`config.mk`:
```
export PLATFORM = sky130hd
export DESIGN_NAME = npslc_ctrl
export DESIGN_NICKNAME = d
export VERILOG_FILES = /design/src/rtl/npslc_pkg.sv /design/src/rtl/npslc_ctrl.sv
export SDC_FILE = /design/constraint.sdc
export NUM_CORES = 1
export LEC_CHECK = 0
export ABC_CLOCK_PERIOD_IN_PS = 4800
export BUFFER_PORTS_ARGS = -buffer_cell sky130_fd_sc_hd__buf_4
export CAP_MARGIN = 20
export CORE_UTILIZATION = 45
export CTS_CLUSTER_SIZE = 24
export DETAILED_ROUTE_END_ITERATION = 8
export GPL_TIMING_DRIVEN = 0
export PLACE_DENSITY = 0.66
export SYNTH_ARGS = -nofsm -noshare
export SYNTH_HDL_FRONTEND = slang
export SYNTH_SLANG_ARGS = --single-unit
```
`constraint.sdc`:
```
create_clock -name clk -period 4.8 [get_ports clk]
set_input_delay 0.72 -clock clk [delete_from_list [all_inputs] [get_ports clk]]
set_output_delay 0.72 -clock clk [all_outputs]
set_load 0.05 [all_outputs]
```
`src/rtl/npslc_pkg.sv`:
```
`timescale 1ns / 1ps

package npslc_pkg;

    localparam int SAMPLE_W     = 16;
    localparam int ENTRY_W      = 6;
    localparam int POINT_W      = 6;
    localparam int METRIC_W     = 37;
    localparam int RESULT_LIMIT = 64;
    localparam int DIM_CFG_W    = 3;
    localparam int NPTS_W       = 7;
    localparam int MODE_W       = 2;
    localparam int CFG_IDX_W    = 2;
    localparam int CFG_DATA_W   = 7;

    localparam logic [METRIC_W-1:0] METRIC_MAX = '1;

    localparam logic CMD_LOAD   = 1'b0;
    localparam logic CMD_SAMPLE = 1'b1;

    localparam logic [MODE_W-1:0] MODE_EUCLID = 2'd1;
    localparam logic [MODE_W-1:0] MODE_HARD   = 2'd2;

    localparam logic [CFG_IDX_W-1:0] CFG_DIM  = 2'd0;
    localparam logic [CFG_IDX_W-1:0] CFG_NPTS = 2'd1;
    localparam logic [CFG_IDX_W-1:0] CFG_MODE = 2'd2;

    typedef enum logic [2:0] {
        ST_IDLE,
        ST_SEARCH,
        ST_DRAIN,
        ST_EMIT_RD,
        ST_EMIT_LD,
        ST_DECIDE
    } state_t;

    typedef enum logic [1:0] {
        SEL_DECISION,
        SEL_DIST,
        SEL_HARD
    } out_sel_t;

    typedef struct packed {
        logic                       command;
        logic [ENTRY_W-1:0]         entry_index;
        logic signed [SAMPLE_W-1:0] in_real;
        logic signed [SAMPLE_W-1:0] in_imag;
    } req_t;

    typedef struct packed {
        logic [POINT_W-1:0]  point_index;
        logic [METRIC_W-1:0] metric;
        logic                last;
    } rsp_t;

    typedef struct packed {
        logic               tbl_we;
        logic               smp_we;
        logic               issue;
        logic               live;
        logic               first;
        logic               fin;
        logic [POINT_W-1:0] pt;
        logic               dist_rd;
        logic               out_load;
        out_sel_t           out_sel;
        logic               out_last;
    } cmd_t;

    typedef struct packed {
        logic pipe_busy;
        logic out_free;
    } sts_t;

endpackage

```
`src/rtl/npslc_ctrl.sv`:
```
`timescale 1ns / 1ps

module npslc_ctrl #(
    parameter int TABLE_DEPTH = 64,
    parameter int MAX_DIM     = 4,
    localparam int AW = $clog2(TABLE_DEPTH),
    localparam int EW = (MAX_DIM > 1) ? $clog2(MAX_DIM) : 1
) (
    input  logic                                clk,
    input  logic                                rst_n,
    input  logic                                cfg_we,
    input  logic [npslc_pkg::CFG_IDX_W-1:0]     cfg_index,
    input  logic [npslc_pkg::CFG_DATA_W-1:0]    cfg_data,
    input  logic                                req_valid,
    output logic                                req_ready,
    input  logic                                req_command,
    input  npslc_pkg::sts_t                     sts,
    output npslc_pkg::cmd_t                     cmd,
    output logic [AW-1:0]                       tbl_addr,
    output logic [EW-1:0]                       elem_idx
);

    localparam int DCW       = $clog2(MAX_DIM + 1);
    localparam int ADDR_SPAN = (TABLE_DEPTH > MAX_DIM) ? TABLE_DEPTH : MAX_DIM;
    localparam int ACW       = $clog2(ADDR_SPAN + 1);

    npslc_pkg::state_t state_reg, state_next;

    logic [npslc_pkg::DIM_CFG_W-1:0] dim_reg;
    logic [npslc_pkg::NPTS_W-1:0]    npts_reg;
    logic [npslc_pkg::MODE_W-1:0]    mode_reg;

    logic [EW-1:0]                 elem_reg, elem_next;
    logic [npslc_pkg::POINT_W-1:0] pt_reg, pt_next;
    logic [ACW-1:0]                addr_reg, addr_next;

    logic [DCW-1:0]                dim_eff;
    logic [EW-1:0]                 dim_last;
    logic [npslc_pkg::NPTS_W-1:0]  cap_tab [MAX_DIM];
    logic [npslc_pkg::NPTS_W-1:0]  npts_cap;
    logic [npslc_pkg::NPTS_W-1:0]  npts_eff;
    logic [npslc_pkg::POINT_W-1:0] pts_last;
    logic [EW-1:0]                 smp_idx;
    logic                          multi_out;
    logic                          elem_fin;

    // Point-count ceiling for each dimensionality, settled at elaboration
    for (genvar k = 0; k < MAX_DIM; k++) begin : g_cap
        localparam int Quot = TABLE_DEPTH / (k + 1);
        localparam int Cap  = (Quot > npslc_pkg::RESULT_LIMIT) ? npslc_pkg::RESULT_LIMIT :
                              ((Quot < 1) ? 1 : Quot);
        assign cap_tab[k] = npslc_pkg::NPTS_W'(Cap);
    end

    always_comb
    begin
        if (dim_reg == '0)
        begin
            dim_eff = DCW'(1);
        end
        else if (int'(dim_reg) > MAX_DIM)
        begin
            dim_eff = DCW'(MAX_DIM);
        end
        else
        begin
            dim_eff = DCW'(dim_reg);
        end
    end

    assign dim_last = EW'(dim_eff - DCW'(1));
    assign npts_cap = cap_tab[dim_last];

    always_comb
    begin
        if (npts_reg == '0)
        begin
            npts_eff = npslc_pkg::NPTS_W'(1);
        end
        else if (npts_reg > npts_cap)
        begin
            npts_eff = npts_cap;
        end
        else
        begin
            npts_eff = npts_reg;
        end
    end

    assign pts_last  = npslc_pkg::POINT_W'(npts_eff - npslc_pkg::NPTS_W'(1));
    // Restart the symbol when dimensionality dropped below the count
    assign smp_idx   = (int'(elem_reg) >= int'(dim_eff)) ? '0 : elem_reg;
    assign multi_out = mode_reg inside {npslc_pkg::MODE_EUCLID, npslc_pkg::MODE_HARD};
    assign elem_fin  = (elem_reg == dim_last);

    always_ff @(posedge clk or negedge rst_n)
    begin
        if (!rst_n)
        begin
            dim_reg  <= npslc_pkg::DIM_CFG_W'(1);
            npts_reg <= npslc_pkg::NPTS_W'(2);
            mode_reg <= '0;
        end
        else if (cfg_we)
        begin
            case (cfg_index)
                npslc_pkg::CFG_DIM:  dim_reg  <= cfg_data[npslc_pkg::DIM_CFG_W-1:0];
                npslc_pkg::CFG_NPTS: npts_reg <= cfg_data[npslc_pkg::NPTS_W-1:0];
                npslc_pkg::CFG_MODE: mode_reg <= cfg_data[npslc_pkg::MODE_W-1:0];
                default:             ;
            endcase
        end
    end

    always_ff @(posedge clk or negedge rst_n)
    begin
        if (!rst_n)
        begin
            state_reg <= npslc_pkg::ST_IDLE;
            elem_reg  <= '0;
            pt_reg    <= '0;
            addr_reg  <= '0;
        end
        else
        begin
            state_reg <= state_next;
            elem_reg  <= elem_next;
            pt_reg    <= pt_next;
            addr_reg  <= addr_next;
        end
    end

    always_comb
    begin
        state_next = state_reg;
        elem_next  = elem_reg;
        pt_next    = pt_reg;
        addr_next  = addr_reg;
        cmd        = '0;
        req_ready  = 1'b0;
        elem_idx   = elem_reg;
        tbl_addr   = AW'(addr_reg);

        case (state_reg)
            npslc_pkg::ST_IDLE:
            begin
                req_ready = 1'b1;
                elem_idx  = smp_idx;
                if (req_valid)
                begin
                    case (req_command)
                        npslc_pkg::CMD_LOAD:
                        begin
                            cmd.tbl_we = 1'b1;
                        end
                        npslc_pkg::CMD_SAMPLE:
                        begin
                            cmd.smp_we = 1'b1;
                            if (smp_idx == dim_last)
                            begin
                                elem_next  = '0;
                                pt_next    = '0;
                                addr_next  = '0;
                                state_next = npslc_pkg::ST_SEARCH;
                            end
                            else
                            begin
                                elem_next = smp_idx + 1'b1;
                            end
                        end
                        default: ;
                    endcase
                end
            end

            npslc_pkg::ST_SEARCH:
            begin
                // One table entry per cycle, points in order
                cmd.issue = 1'b1;
                cmd.live  = (int'(addr_reg) < TABLE_DEPTH);
                cmd.first = (elem_reg == '0);
                cmd.fin   = elem_fin;
                cmd.pt    = pt_reg;
                addr_next = addr_reg + 1'b1;
                if (elem_fin)
                begin
                    elem_next = '0;
                    if (pt_reg == pts_last)
                    begin
                        state_next = npslc_pkg::ST_DRAIN;
                    end
                    else
                    begin
                        pt_next = pt_reg + 1'b1;
                    end
                end
                else
                begin
                    elem_next = elem_reg + 1'b1;
                end
            end

            npslc_pkg::ST_DRAIN:
            begin
                if (!sts.pipe_busy)
                begin
                    pt_next    = '0;
                    state_next = multi_out ? npslc_pkg::ST_EMIT_RD : npslc_pkg::ST_DECIDE;
                end
            end

            npslc_pkg::ST_EMIT_RD:
            begin
                cmd.dist_rd = 1'b1;
                cmd.pt      = pt_reg;
                state_next  = npslc_pkg::ST_EMIT_LD;
            end

            npslc_pkg::ST_EMIT_LD:
            begin
                cmd.pt = pt_reg;
                if (sts.out_free)
                begin
                    cmd.out_load = 1'b1;
                    cmd.out_sel  = (mode_reg == npslc_pkg::MODE_EUCLID) ?
                                   npslc_pkg::SEL_DIST : npslc_pkg::SEL_HARD;
                    cmd.out_last = (pt_reg == pts_last);
                    if (pt_reg == pts_last)
                    begin
                        state_next = npslc_pkg::ST_IDLE;
                    end
                    else
                    begin
                        pt_next    = pt_reg + 1'b1;
                        state_next = npslc_pkg::ST_EMIT_RD;
                    end
                end
            end

            npslc_pkg::ST_DECIDE:
            begin
                if (sts.out_free)
                begin
                    cmd.out_load = 1'b1;
                    cmd.out_sel  = npslc_pkg::SEL_DECISION;
                    cmd.out_last = 1'b1;
                    state_next   = npslc_pkg::ST_IDLE;
                end
            end

            default:
            begin
                state_next = npslc_pkg::ST_IDLE;
            end
        endcase
    end

    a_elem_bound: assert property (@(posedge clk) disable iff (!rst_n)
        int'(elem_reg) < MAX_DIM)
        else $error("element counter past the sample buffer");

    a_drain_quiet: assert property (@(posedge clk) disable iff (!rst_n)
        (state_reg == npslc_pkg::ST_DRAIN && !sts.pipe_busy) |=> !sts.pipe_busy)
        else $error("distance pipeline refilled after the search finished");

endmodule

```
==> results.md, run 1 <==
* Outcome: finished, final reports clean
* Placeable Area at 5140 um2
* IO Count at 42
* Clock Sinks at 30
* DP Wirelength at 4150 um
* Max Freq at 0.216 GHz
* Area share of and/or/nand/nor cells after synthesis at 0.254
* Slew Limit Fails at 0
* Startpoint types: flip-flop
* Layout cells sized above 1 at 0.327
* Hold buffers post-CTS at 0
* CTS HTree Levels at 2
* Synth area leaders: dfrtp_1 29%, ha_1 7.3%, mux2_2 5.6%, a21oi_1 4.2%, nor2_1 3.9%
* Starting Density at 0.468
* Post-Synth Adder-Cell Area at 0.0729
* Register area share after synthesis at 0.313
* Worst-Skew Late Latency at 0.28 ns
* Peak VDD IR at 0.433 mV
* Slew headroom at 0.621
* Mux share of post-synthesis cell area at 0.0698
* Cell count after synthesis at 276
* DR WL/cell at 14.1 um
* Syn nets at 306
* Height of the chip at 75.1 um
* Synth warn at 0
* CTS root buffer: clkbuf_8
* First-pass GRT wire length at 9590 um
* All-Layer GR Usage at 0.226
* Placed Cells at 387
* Max Root-Sink Buffers at 2
* Die Area at 5640 um2
* Post-synth EDFFs at 0
* Most frequent cells in the layout: 54 x buf_4, 28 x dfrtp_1, 25 x nor2_1, 20 x nand2_1
* CTS buffer count at 5
* Reg2Reg Depth at 20
* N_diodes at 0
* Avg Inst Size Synth at 8.71 um2
* Commonest non-fill, non-tap cell in the layout: buf_4
* CTS tree: built
* Drt drc at 0
* Fill cells at 509
* Worst setup EP type: output pin
* Post-route ant nets at 0
* First-pass iteration count of the detailed router at 4
* Top-area cell type share of the netlist area at 0.292
* Minimum clock period at 4.64 ns
* Final #Nets at 362
* Fin crit share at 0.966
* Hold Slack at 0.363 ns
* Via density at 5.34
* Xor/xnor share of the synthesized area at 0.0401
* Met3 routed WL at 184 um
* Non-Filler Instances at 403
* Asr flop ratio synth at 1.00
* RePlAce Congestion at 0.838
* Compound-Gate Fraction of Synth Area at 0.185
* Netlist Area Pre-Place at 2400 um2
* Worst-path clk slew at 0.07 ns
* Crit-path max FO at 5
* Hold Vio Cnt, Final at 0
* Required @ worst endpoint at 4.08 ns
* Post-Route WL at 5690 um
* Chip width at 75.1 um
* PD cells at 694 nW/um2
* Initial antenna violation count at 0
* Cell Rows at 26
* Max layer used: met4
* Crit path DAT at 3.92 ns
* Clock Skews at 0.00706 ns
* M1 WL at 2770 um
* CP Class: reg -> out
* Max_cap viols at 0
* Final instance area at 3040 um2
* Met2 WL post-DR at 2610 um
* Worst Max-Slew Pin Slew at 0.563 ns
* Largest net degree at the start of global routing at 31
* HP Class: in -> async
* Gr ovfl total at 0
* Unique masters post-synth at 57
* PortBufs at 41
* P&R area growth vs syn at 26.7%
* Main combinational cell family by area after synthesis: simple AND/OR/NAND/NOR gates
* Ys flop type: dfrtp_1
* Register bit total from synthesis at 30
* Vias in the first global route at 2,089
* Vias after detailed routing at 2,152
* Placed cell area at 2810 um2
* Static Leak at 1.38 nW
* Synth area leader: dfrtp_1
* Initial DRC count at 109
* Final setup fails at 0
* Power consumption at 2.11 mW
-- Yosys cell counts (6+ instances only) --
| cell type | instances |
|---|---|
| buf_4 | 6 |
| xor2_1 | 7 |
| mux2_2 | 12 |
| ha_1 | 14 |
| nand2_1 | 20 |
| o21ai_0 | 16 |
| nand4_1 | 6 |
| dfrtp_1 | 28 |
| a21oi_1 | 20 |
| nor2_1 | 25 |
| nand3_1 | 9 |
| inv_1 | 19 |
| nor3_1 | 10 |
| and2_1 | 10 |
-- what timing repair did --
action / 4_1_cts / 5_1_grt
buffers inserted: 3 / 5
endpoints found under the setup margin: 1 / 1
pin swaps: 3 / 6
resized for setup: 7 / 9
-- cells by family (layout without fill, tap and decap cells) --
kind of cell               count (synthesis)  count (layout)
xor gates and xnor gates                  11              11
and+or+nand+nor                          112             112
buffers and inverters                     31              88
muxes                                     15              15
AOI/OAI and AO/OA                         63              63
adders and majority gates                 14              14
DFF                                       30              30
-- worst paths after layout --
kind                             start           to  slack [ns]
hold / removal                   rst_n  npts_reg[0]        0.36
hold reg to reg            mode_reg[1]  mode_reg[1]        0.50
max in group asynchronous        rst_n   dim_reg[0]        4.11
setup reg to reg            dim_reg[0]    pt_reg[5]        0.68
setup / recovery            dim_reg[0]       cmd[0]        0.16
min in group clk           mode_reg[1]  mode_reg[1]        0.50
-- cell type report --
cell class	instances	area [um2]	share of cell area
plain buffers	11	81.3	0.0267
clock inverters	1	5.00	0.00164
flip-flops and latches	30	753	0.247
multi-input cells	215	1580	0.520
well taps	70	87.6	0.0288
repair buffers	49	372	0.122
inverters	20	75.1	0.0247
clock buffers	7	86.3	0.0284
-- stage by stage --
stage	setup WS [ns]	TNS, ns	utilization
2_1_floorplan	0.108	0	-
3_3_place_gp	-0.225	-0.225	0.547
3_5_place_dp	-0.266	-0.266	0.547
4_1_cts	0.0138	0	0.577
5_1_grt	-0.00221	-0.00221	0.592
6_report	0.163	0	0.592
-- report_power, final --
part	leakage [nW]	switching, mW	internal (mW)
Clock	0.0482	0.0940	0.115
Sequential	0.359	0.102	0.343
Combinational	0.968	0.897	0.562
Total	1.38	1.09	1.02
-- critical path, cell delays in order, from the launching register on --
cell and delay [ns]:
dfstp_2 0.53, inv_1 0.06, a21oi_4 0.15, ha_2 0.18, inv_1 0.06, ha_4 0.27, nand2_2 0.07, or3_4 0.41
or2_4 0.26, and3_4 0.19, a21oi_4 0.12, and2_4 0.17, ha_4 0.14, nand2_1 0.06, or3_4 0.35, o2111ai_4 0.12
o211ai_4 0.14, a21oi_4 0.18, buf_6 0.18
-- metal layers --
| layer | vias up | track usage |
|---|---|---|
| met5 | - | 0 |
| met4 | 0 | 0.0797 |
| met3 | 11 | 0.0402 |
| met2 | 45 | 0.372 |
| met1 | 1007 | 0.298 |
| li1 | 1089 | - |
Note: power is estimated with default switching activity, not from simulation.
==> run 2, diff against run 1 <==
--- a/config.mk
+++ b/config.mk
@@ -9,6 +9,7 @@
 export BUFFER_PORTS_ARGS = -buffer_cell sky130_fd_sc_hd__buf_4
 export CAP_MARGIN = 20
 export CORE_UTILIZATION = 45
+export CTS_BUF_LIST = sky130_fd_sc_hd__clkbuf_8
 export CTS_CLUSTER_SIZE = 24
 export DETAILED_ROUTE_END_ITERATION = 8
 export GPL_TIMING_DRIVEN = 0
==> results.md, run 2 (synthesis gave the netlist of run 1 again) <==
* DR WL/cell at 14.1 um (about the same)
* Multi-input logic area at 1580 um2 (unchanged)
* Hold Slack at 0.363 ns (-0.0000530 ns)
* Layout cells sized above 1 at 0.327 (unchanged)
* Starting Density at 0.468 (unchanged)
* Post-Place Worst Slack at -0.266 ns (unchanged)
* Initial antenna violation count at 0 (unchanged)
* Vias in the first global route at 2,089 (unchanged)
* Static Leak at 1.38 nW (+0.30%)
* Cell Rows at 26 (unchanged)
* Peak VDD IR at 0.433 mV (about the same)
* Startpoint types: flip-flop
* FF+latch area at 753 um2 (unchanged)
* Reg2Reg Depth at 20 (unchanged)
* Initial DRC count at 109 (unchanged)
* Max Freq at 0.216 GHz (about the same)
* CP Capture Point: cmd[0]
* Final setup fails at 0 (unchanged)
* PortBufs at 41 (unchanged)
* Hold Vio Cnt, Final at 0 (unchanged)
* Die Area at 5640 um2 (unchanged)
* Required @ worst endpoint at 4.08 ns (about the same)
* Fill cells at 509 (unchanged)
* Commonest non-fill, non-tap cell in the layout: buf_4
* Largest net degree at the start of global routing at 31 (unchanged)
* Fin crit share at 0.966 (about the same)
* Slew Limit Fails at 0 (unchanged)
* Outcome: finished, final reports clean
* Worst setup EP type: output pin
* Post-Route WL at 5690 um (about the same)
* First-pass iteration count of the detailed router at 4 (unchanged)
* Clock Sinks at 30 (unchanged)
* Critical path startpoint: dim_reg[0]
* HP Class: in -> async
* Slew headroom at 0.621 (unchanged)
* CTS buffer count at 5 (unchanged)
* Non-Filler Instances at 403 (unchanged)
* Clock Skews at 0.00734 ns (+0.000273 ns)
* P&R area growth vs syn at 26.7% (unchanged)
* Height of the chip at 75.1 um (unchanged)
* Crit-path max FO at 5 (unchanged)
* IO Count at 42 (unchanged)
* Most frequent cells in the layout: 54 x buf_4, 28 x dfrtp_1, 25 x nor2_1, 20 x nand2_1, 18 x inv_1
* Post-route ant nets at 0 (unchanged)
* Capturing point of the worst reg2reg path: pt_reg[5]
* Worst Max-Slew Pin Slew at 0.563 ns (unchanged)
* Max Root-Sink Buffers at 2 (unchanged)
* Final worst slack at 0.164 ns (+0.000937 ns)
* First-pass GRT wire length at 9590 um (unchanged)
* DP Wirelength at 4150 um (unchanged)
* CTS tree: built
* Worst-path clk slew at 0.07 ns (about the same)
* Vias after detailed routing at 2,149 (-0.14%)
* CTS HTree Levels at 2 (unchanged)
* PD cells at 693 nW/um2 (-0.11%)
* Placed Cells at 387 (unchanged)
* Crit path DAT at 3.92 ns (about the same)
* Chip width at 75.1 um (unchanged)
* Placeable Area at 5140 um2 (unchanged)
* RePlAce Congestion at 0.838 (unchanged)
* Via density at 5.33 (-0.14%)
* Worst-Skew Late Latency at 0.28 ns (about the same)
* Drt drc at 0 (unchanged)
* RR Startpoint: dim_reg[0]
* N_diodes at 0 (unchanged)
* Reg2reg setup slack at 0.68 ns (about the same)
* All-Layer GR Usage at 0.226 (unchanged)
* CTS root buffer: clkbuf_8
* CP Class: reg -> out
* Final Util at 0.592 (unchanged)
* Hold buffers post-CTS at 0 (unchanged)
* Final #Nets at 362 (unchanged)
* Minimum clock period at 4.64 ns (-0.000937 ns)
* Gr ovfl total at 0 (unchanged)
* Max_cap viols at 0 (unchanged)
[run 2: changes by cell type in the layout (fill, tap and decap cells not counted), sizes merged]
| cell | previous run | this run |
|---|---|---|
| inv | 19 | 20 |
| clkbuf | 11 | 10 |
[run 2: per-stage QoR]
stage / instance area (um2) / power (mW) / setup TNS (ns)
6_report: 3040 / 2.11 / 0
5_1_grt: 3040 / 2.28 / -0.00221
4_1_cts: 2970 / 2.06 / 0
3_5_place_dp: 2810 / 1.79 / -0.266
3_3_place_gp: 2810 / 1.78 / -0.225
2_1_floorplan: 2410 / 1.47 / 0
[run 2: power breakdown]
group	switching (mW)	internal (mW)	leakage, nW
clock	0.0940	0.113	0.0524
combinational	0.897	0.562	0.968
sequential	0.102	0.343	0.359
[run 2: timing repair]
item / 4_1_cts / 5_1_grt
pin swaps: 3 / 6
endpoints found under the setup margin: 1 / 1
endpoints found under the hold margin: 0 / 0
cloned: 0 / 0
setup buffers: 3 / 5
resized for setup: 7 / 9
[run 2: critical path, cell delays in order (launching register included)]
cell,delay (ns)
dfstp_2,0.53
inv_1,0.06
a21oi_4,0.15
ha_2,0.18
inv_1,0.06
ha_4,0.27
nand2_2,0.07
or3_4,0.41
or2_4,0.26
and3_4,0.19
a21oi_4,0.12
and2_4,0.17
ha_4,0.14
nand2_1,0.06
or3_4,0.35
o2111ai_4,0.12
o211ai_4,0.14
a21oi_4,0.18
buf_6,0.18
[run 2: worst min-delay path by stage]
stage / start / end / slack (ns) / cells past startpoint
6_report: rst_n / npts_reg[0] / 0.36 / 1
5_1_grt: rst_n / npts_reg[0] / 0.39 / 1
4_1_cts: rst_n / npts_reg[0] / 0.38 / 1
3_5_place_dp: mode_reg[1] / mode_reg[1] / 0.49 / 1
3_3_place_gp: mode_reg[1] / mode_reg[1] / 0.50 / 1
2_1_floorplan: rst_n / addr_reg[0] / 0.42 / 0
[run 2: area by class of cell]
cell class / instances / share of cell area
multi-input combinational: 215 / 0.520
sequential: 30 / 0.247
timing repair buffer: 49 / 0.122
tap: 70 / 0.0288
clock buffer: 6 / 0.0271
buffer: 11 / 0.0267
inverter: 20 / 0.0247
clock inverter: 2 / 0.00288
[run 2: layer usage]
layer / global-route usage / part of all wire
met1: 0.298 / 0.49
met5: 0 / 0
met4: 0.0797 / 0.022
met3: 0.0402 / 0.030
met2: 0.372 / 0.46
==> run 3, diff against run 2 <==
--- a/config.mk
+++ b/config.mk
@@ -8,12 +8,12 @@
 export ABC_CLOCK_PERIOD_IN_PS = 4800
 export BUFFER_PORTS_ARGS = -buffer_cell sky130_fd_sc_hd__buf_4
 export CAP_MARGIN = 20
-export CORE_UTILIZATION = 45
+export CORE_UTILIZATION = 58
 export CTS_BUF_LIST = sky130_fd_sc_hd__clkbuf_8
 export CTS_CLUSTER_SIZE = 24
 export DETAILED_ROUTE_END_ITERATION = 8
 export GPL_TIMING_DRIVEN = 0
-export PLACE_DENSITY = 0.66
+export PLACE_DENSITY = 0.82
 export SYNTH_ARGS = -nofsm -noshare
 export SYNTH_HDL_FRONTEND = slang
 export SYNTH_SLANG_ARGS = --single-unit
==> results.md, run 3 (synthesis gave the netlist of run 1 again) <==
* Most frequent CP cell: a21oi_4
* Hold Vio Cnt, Final at 0 (unchanged)
* Required @ worst endpoint at 4.08 ns (about the same)
* Crit-path cells: inv_1 -> a21oi_4 -> ha_4 -> inv_1 -> ha_1 -> nand2_2 -> or3_4 -> or2_4 -> and3_4 -> a21oi_4 -> and2_4 -> ha_2 -> nand2_1 -> or3_4 -> o2111ai_4 -> o211ai_4 -> a21oi_4 -> buf_6
* Peak VDD IR at 0.654 mV (+51%)
* Largest net degree at the start of global routing at 31 (unchanged)
* Final #Nets at 361 (-0.28%)
* Fin crit share at 0.964 (-0.00193)
* Slew headroom at 0.589 (-0.0321)
* Final setup fails at 0 (unchanged)
* Cell Rows at 23 (-12%)
* Initial antenna violation count at 0 (unchanged)
* Final worst slack at 0.173 ns (+0.00929 ns)
* Max_cap viols at 0 (unchanged)
* DP Wirelength at 4240 um (+2.2%)
* Post-Place Worst Slack at -0.343 ns (-0.0767 ns)
* Final Util at 0.750 (+0.158)
* CTS HTree Levels at 2 (unchanged)
* Fill cells at 312 (-39%)
* Height of the chip at 66.4 um (-12%)
* Post-Route WL at 5810 um (+2.0%)
* Slew Limit Fails at 0 (unchanged)
* Commonest non-fill, non-tap cell in the layout: buf_4
* Power consumption at 2.11 mW (about the same)
* Layout cells sized above 1 at 0.325 (-0.00203)
* First-pass GRT wire length at 9430 um (-1.7%)
* CTS tree: built
* Minimum clock period at 4.63 ns (-0.00929 ns)
* Drt drc at 0 (unchanged)
* Via density at 5.78 (+8.4%)
* Worst setup EP type: output pin
* RePlAce Congestion at 0.911 (+8.7%)
* HP Class: in -> async
* Clock Sinks at 30 (unchanged)
* Max Freq at 0.216 GHz (+0.20%)
* PD cells at 704 nW/um2 (+1.5%)
* Largest stage delay, worst path at 0.52 ns (about the same)
* Initial DRC count at 163 (+50%)
* Vias after detailed routing at 2,209 (+2.8%)
* Clock Skews at 0.00757 ns (+0.000232 ns)
* All-Layer GR Usage at 0.289 (+0.0628)
* N_diodes at 0 (unchanged)
* P&R area growth vs syn at 24.9%
* Post-route ant nets at 0 (unchanged)
* Placed cell area at 2790 um2 (-0.89%)
* Slowest cell on crit path: dfstp_2
* Most frequent cells in the layout: 53 x buf_4, 28 x dfrtp_1, 25 x nor2_1, 19 x nand2_1, 18 x inv_1
* DR WL/cell at 15.2 um (+7.6%)
* First-pass iteration count of the detailed router at 4 (unchanged)
* Hold Slack at 0.353 ns (-0.00981 ns)
* CP Class: reg -> out
* CTS root buffer: clkbuf_8
* Worst Max-Slew Pin Slew at 0.612 ns (+0.0494 ns)
* Outcome: finished, final reports clean
* Starting Density at 0.601 (+0.133)
* Gr ovfl total at 0 (unchanged)
* CTS buffer count at 5 (unchanged)
* Worst-Skew Late Latency at 0.28 ns (about the same)
* Crit-path max FO at 4 (-1)
* IO Count at 42 (unchanged)
* Crit path DAT at 3.91 ns (about the same)
* Placeable Area at 4000 um2 (-22%)
* Die Area at 4410 um2 (-22%)
* PortBufs at 41 (unchanged)
* Startpoint types: flip-flop
* Final instance area at 3000 um2 (-1.4%)
* Chip width at 66.4 um (-12%)
* Worst-path clk slew at 0.07 ns (about the same)
* Static Leak at 1.37 nW (-0.40%)
* Vias in the first global route at 2,015 (-3.5%)
* Max Root-Sink Buffers at 2 (unchanged)
[run 3: cell count changes in the layout (fill, tap and decap cells not counted)]
| cell | before | now |
|---|---|---|
| buf_4 | 54 | 53 |
| nand2_1 | 20 | 19 |
| ha_4 | 2 | 1 |
| ha_1 | 10 | 11 |
| nand2_2 | 2 | 3 |
[run 3: where the power goes]
part           internal, mW  switching [mW]  leakage [nW]
Sequential            0.343           0.105         0.359
Clock                 0.113          0.0935        0.0524
Combinational         0.548           0.909         0.963
[run 3: final timing paths]
path / from / to / slack (ns) / depth (start not counted)
setup / recovery: dim_reg[0] / cmd[0] / 0.17 / 18
hold / removal: rst_n / pt_reg[3] / 0.35 / 1
setup reg to reg: dim_reg[0] / pt_reg[3] / 0.76 / 19
hold reg to reg: mode_reg[0] / mode_reg[0] / 0.53 / 1
max in group asynchronous: rst_n / dim_reg[0] / 4.12 / 1
min in group clk: mode_reg[0] / mode_reg[0] / 0.53 / 1
[run 3: repair_timing]
item / CTS / global route
setup endpoints to repair: 1 / 1
buffers inserted: 5 / 2
hold buffers: 0 / 0
gates resized for setup: 13 / 2
pin swaps: 3 / 5
[run 3: critical path: cells and delay by family (launching register included)]
family                   cells  cell delay [ns]
AND/OR/NAND/NOR              7             1.49
adder cells (fa/ha/maj)      3             0.61
AO/OA/AOI/OAI                5             0.72
buffers and inverters        3             0.27
flip-flops                   1             0.52
[run 3: metal layers]
layer | vias up | part of all wire | track usage
li1 | 1092 | - | -
met4 | 0 | 0.017 | 0.104
met2 | 69 | 0.49 | 0.472
met5 | - | 0 | 0
met3 | 9 | 0.049 | 0.0483
met1 | 1039 | 0.45 | 0.382
[run 3: cell type report]
cell class / count / area [um2] / share of cell area
clock buffers: 6 / 82.6 / 0.0275
flip-flops and latches: 30 / 753 / 0.251
plain buffers: 11 / 81.3 / 0.0271
multi-input cells: 215 / 1570 / 0.524
repair buffers: 48 / 364 / 0.121
clock inverters: 2 / 8.76 / 0.00292
well taps: 50 / 62.6 / 0.0208
inverters: 20 / 75.1 / 0.0250
[run 3: stage by stage]
stage	instances	TNS [ns]
5_1_grt	382	-0.00725
2_1_floorplan	276	0
4_1_cts	380	0
6_report	382	0
3_3_place_gp	367	-0.179
3_5_place_dp	367	-0.343
